--- src/hdl/pre_trade_risk_check_defines.svh ---
// Assertion macros for the pre-trade risk check block.
// Included by the files that carry concurrent assertions; needs no package.
`ifndef PRE_TRADE_RISK_CHECK_DEFINES_SVH
`define PRE_TRADE_RISK_CHECK_DEFINES_SVH

`ifndef SYNTH
`define PTRC_ASSERT(name, clk, rst_n, prop) \
  name: assert property (@(posedge clk) disable iff (!rst_n) prop) \
    else $error("pre_trade_risk_check assertion failed");
`define PTRC_ASSERT_NR(name, clk, prop) \
  name: assert property (@(posedge clk) prop) \
    else $error("pre_trade_risk_check reset assertion failed");
`else
`define PTRC_ASSERT(name, clk, rst_n, prop)
`define PTRC_ASSERT_NR(name, clk, prop)
`endif

`endif

--- src/hdl/ptrc_ram.sv ---
// Generic single-port-write, single-port-read RAM with a registered read.
// Standalone; holds the risk table entries.
module ptrc_ram #(
  parameter int WIDTH = 8,
  parameter int DEPTH = 16,
  localparam int AW = (DEPTH > 1) ? $clog2(DEPTH) : 1
) (
  input  logic             clk,
  input  logic             we,
  input  logic [AW-1:0]    waddr,
  input  logic [WIDTH-1:0] wdata,
  input  logic             re,
  input  logic [AW-1:0]    raddr,
  output logic [WIDTH-1:0] rdata
);

  logic [WIDTH-1:0] mem_r [DEPTH];
  logic [WIDTH-1:0] rdata_r;

  always_ff @(posedge clk) begin
    if (we) begin
      mem_r[waddr] <= wdata;
    end
    if (re) begin
      rdata_r <= mem_r[raddr];
    end
  end

  assign rdata = rdata_r;

endmodule

--- config.mk ---
export PLATFORM = sky130hd
export DESIGN_NAME = ptrc_ram
export DESIGN_NICKNAME = d
export VERILOG_FILES = /design/src/hdl/pre_trade_risk_check_defines.svh /design/src/hdl/ptrc_ram.sv
export SDC_FILE = /design/constraint.sdc
export NUM_CORES = 1
export LEC_CHECK = 0
export ABC_CLOCK_PERIOD_IN_PS = 1600
export BUFFER_PORTS_ARGS = -buffer_cell sky130_fd_sc_hd__clkbuf_2
export CAP_MARGIN = 20
export CELL_PAD_IN_SITES_DETAIL_PLACEMENT = 0
export CELL_PAD_IN_SITES_GLOBAL_PLACEMENT = 1
export CORE_ASPECT_RATIO = 1.4
export CORE_MARGIN = 3
export CORE_UTILIZATION = 48
export CTS_CLUSTER_DIAMETER = 30
export CTS_CLUSTER_SIZE = 30
export DETAILED_ROUTE_END_ITERATION = 10
export MAX_ROUTING_LAYER = met4
export PLACE_DENSITY_LB_ADDON = 0.1
export SLEW_MARGIN = 5
export SYNTH_ARGS = -nofsm -noshare
export SYNTH_HDL_FRONTEND = slang
export SYNTH_SLANG_ARGS = --single-unit
--- constraint.sdc ---
create_clock -name clk -period 1.6 [get_ports clk]
set_input_delay 0.16 -clock clk [delete_from_list [all_inputs] [get_ports clk]]
set_output_delay 0.16 -clock clk [all_outputs]
set_load 0.005 [all_outputs]
# After elaboration in Yosys (flattened, before gate mapping)
# Memories as Yosys holds them, arrays and structs flattened. A register that Yosys moved wholly into a read port is not among the register bits.
# Cells that the tools add are included.
# classes
mux	2
# ops
op	count
$mux W1	2
# word_totals
register_bits	0
ram_bits	128
in_bits	19
output_inout_bits	8
wordCells	3
memories	1
# mem_list
memory	words	width	rd	rd_clocked_by_memory_dff	wr	line	rtl
mem_r	16	8	1	1	1	ptrc_ram.sv:17	logic [WIDTH-1:0] mem_r [DEPTH];

# Logic depth before layout (Yosys ltp)
# logic_depth
depth_word	2
ltp_mapped	5
mapped_depth_nobuf	3

# Worst setup path before layout
# No wires, ideal clock.
# synth_path
path_type	input to register
from	input waddr[2]
to	memory mem_r[0][0] (enable)
setup_time_ps	383
arrival_ps	1270
required_time_ps	1217
slack_ps	-53
path_stages	2
n_path_buf	0
path_cell_list	or3b_2 > nor3_1
# synth_rtl
element	line	rtl
start, declared	ptrc_ram.sv:10	input logic [AW-1:0] waddr,
end, declared	ptrc_ram.sv:17	
# Straight into the memory's write port.

==> flow_summary_export.csv <==
group,metric,value,unit
run_status,outcome,"finished clean",
placement,place_congestion,0.777,
placement,port-buffer-count,26,
setup_path,cp_cell_sequence,"mux4_1 -> a22oi_1 -> nand2_1",
pwr,ir_drop,0.814,mV
min_path,whs_endpoint,"rdata[2]$_DFFE_PP_",
drt,vias,2504,
cells_and_area,diodes,0,
clock_network,ctsHoldBuffers,0,
sta,min_period,1.51,ns
floorplan,die_h,129,µm
cells_and_area,fillCellCount,771,
clock_network,cts_sinks,136,
pwr,p_leak,0.00218,µW
drt,drt_iter0_drc,175,
floorplan,dieArea,12200,µm²
clock_network,cts-resized-gates,0,
drt,drt_drc_violations_left,0,
setup_path,cp_slowest_cell,"mux4_1",
setup_path,cp_data_required_time,1.76,ns
floorplan,initial_core_util,49.7,%
setup_path,worstPathMaxFanout,1,
setup_path,cp_num_buf_inv,0,
sta,fin_crit_sh,94.3,%
logic_synthesis,synth_fp_nets,248,
global_routing,grt_first_pass_wirelength,16.1,mm
sta,hold_viol,0,
drt,wl_per_cell,23.7,µm
global_routing,grt_util_all_layers,19.9,%
drt,viasPerCell,5.67,
logic_synthesis,synth.avg_cell_area,22.8,µm²
cells_and_area,regArea,4080,µm²
global_routing,grt_max_degree,17,
logic_synthesis,netlist_instances,229,
cells_and_area,mostFrequentLayoutCell,"edfxtp_1",
logic_synthesis,ys_types,18,
pwr,power-per-cell-area,1350,nW/µm²
floorplan,rows,44,
clock_network,htreeDepth,4,
logic_synthesis,yosys.area.top_type,"edfxtp_1",
floorplan,ios,27,
setup_path,path_class,"flip-flop to flip-flop",
setup_path,path_delay_family,"multiplexers",
placement,place_area,5710,µm²
floorplan,fp.dieW,94.2,µm
sta,fmax,663,MHz
sta,rsz0062_at_grt,"no",
logic_synthesis,synth_compound_gate_area_share,2.30,%
floorplan,coreArea,10500,µm²
logic_synthesis,yosys.area_share.simple,3.14,%
drt,drt-pass1-iter-count,4,
min_path,hold_depth,1,
logic_synthesis,synth_top_area_share,78.1,%
logic_synthesis,yosys_warnings,0,
clock_network,clkLatencyLatePin,0.41,ns
setup_path,ff2ff_setup_slack,0.09,ns
cells_and_area,final_net_count,311,
sta,skew,0.00552,ns
cells_and_area,layout-drive-gt1-share,33.9,%
sta,drv_slew,0,
setup_path,rr_worst_depth,3,
logic_synthesis,synth_top_family_by_area,"multiplexers",
placement,dp_hpwl,6.90,mm
cells_and_area,fin_cells,442,
setup_path,end_kind,"flip-flop",
run,max_cap_violations,0,
cells_and_area,multi_input_area,1060,µm²
sta,hold_slack,0.119,ns
setup_path,crit_arrival,1.67,ns
placement,place_inst,411,
sta,setup_tns,0,ns
global_routing,grt_pass1_vias,2629,
min_path,hold_start,"re",
cells_and_area,area_growth,21.3,%
min_path,holdCritPathClass,"input pin to flip-flop",
logic_synthesis,synth.area.top_cells,"edfxtp_1 (78%), mux4_2 (7.8%), mux4_1 (7.0%)",
clock_network,clockBufferDepth,2,
drt,drt-total-wl,10.5,mm
sta,worst_slew_pin_slew,0.446,ns
logic_synthesis,ys_seq_elements,136,
global_routing,antenna_found_initial,0,
logic_synthesis,synthAdderAreaFrac,0,%
clock_network,path_clk_slew,0.06,ns
cells_and_area,final_util,60.3,%
setup_path,r2r-end,"rdata[2]$_DFFE_PP_",
logic_synthesis,synth_area,5230,µm²
logic_synthesis,ys_seq_area_share,78.1,%
setup_path,slowest_delay,0.57,ns
setup_path,reg2reg_from,"mem_r[6][2]$_DFFE_PP_",
logic_synthesis,synth_xor_area_share,0,%
clock_network,cts_buffers,17,
cells_and_area,final_cell_mix,"edfxtp_1 (136), clkbuf_2 (26), buf_4 (24)",
logic_synthesis,muxShareOfSynthArea,14.8,%
cells_and_area,design_area,6340,µm²
clock_network,clockRootBuffer,"clkbuf_16",
global_routing,grt_overflow,0,
sta,timing.slew.headroom,70.2,%
drt,ant_nets,0,
sta,setup_viol_count_final,0,
clock_network,cts_tree,"done",
setup_path,startpoint_type,"flip-flop",
clock_network,post_cts_buffers,0,
==> worst max-delay path by stage <==
stage	startpoint	endpoint	cells after the start	slack [ns]
after floorplan	raddr[0]	rdata[1]$_DFFE_PP_	5	0.16
after global placement	raddr[0]	rdata[2]$_DFFE_PP_	5	-0.1
after detailed placement	raddr[0]	rdata[2]$_DFFE_PP_	5	-0.09
after CTS	mem_r[6][2]$_DFFE_PP_	rdata[2]$_DFFE_PP_	3	0.11
after global routing	mem_r[11][0]$_DFFE_PP_	rdata[0]$_DFFE_PP_	3	0.03
final	mem_r[6][2]$_DFFE_PP_	rdata[2]$_DFFE_PP_	3	0.09
==> routing by layer <==
layer | part of all wire (%) | track usage, % | vias to the layer above
li1 | - | - | 1106
met1 | 40 | 24.4 | 1290
met2 | 53 | 31.9 | 94
met3 | 6.0 | 5.52 | 14
met4 | 1.4 | 7.23 | 0
met5 | 0 | - | -
==> metrics by stage <==
stage / setup WS (ns) / power, µW
3_3_place_gp: -0.0977 / 4500
5_1_grt: 0.0256 / 8820
4_1_cts: 0.113 / 8630
3_5_place_dp: -0.0925 / 4510
2_1_floorplan: 0.158 / 4310
6_report: 0.0909 / 8570
==> where the power goes <==
part | internal (µW) | total [µW] | leakage (µW) | switching, µW
Sequential | 4020 | 4030 | 0.00124 | 17.9
Clock | 2750 | 4140 | 0.000299 | 1390
Combinational | 176 | 392 | 0.000643 | 216
==> registers in the layout (all words and copies together) (netlist names) <==
| signal | count |
|---|---|
| mem_r | 128 |
| rdata | 8 |
==> kinds of logic (layout without fill, tap and decap cells) <==
| kind of cell | count (synthesis) | after routing |
|---|---|---|
| AOI/OAI and AO/OA | 16 | 16 |
| buffers and inverters | 10 | 85 |
| and+or+nand+nor | 35 | 35 |
| DFF | 136 | 136 |
| muxes | 32 | 32 |
==> synthesized netlist by cell type <==
| master | count |
|---|---|
| mux4_2 | 18 |
| nand3_1 | 1 |
| buf_6 | 3 |
| nand2_1 | 9 |
| clkdlybuf4s25_2 | 3 |
| mux4_1 | 14 |
| nand2b_1 | 2 |
| edfxtp_1 | 136 |
| or3b_2 | 1 |
| and2b_1 | 1 |
| nor2b_1 | 1 |
| nand3b_1 | 2 |
| nor2_1 | 13 |
| nor3_1 | 4 |
| buf_2 | 3 |
| buf_4 | 1 |
| a22oi_1 | 16 |
| and2_1 | 1 |
==> cell type report <==
type                       count  area share [%]
clock buffer                  19            6.83
clock inverter                12            3.16
multi-input combinational     83            16.7
sequential                   136            64.4
tap                          138            2.72
timing repair buffer          54            6.16
Power figures use the tool's default switching activity.
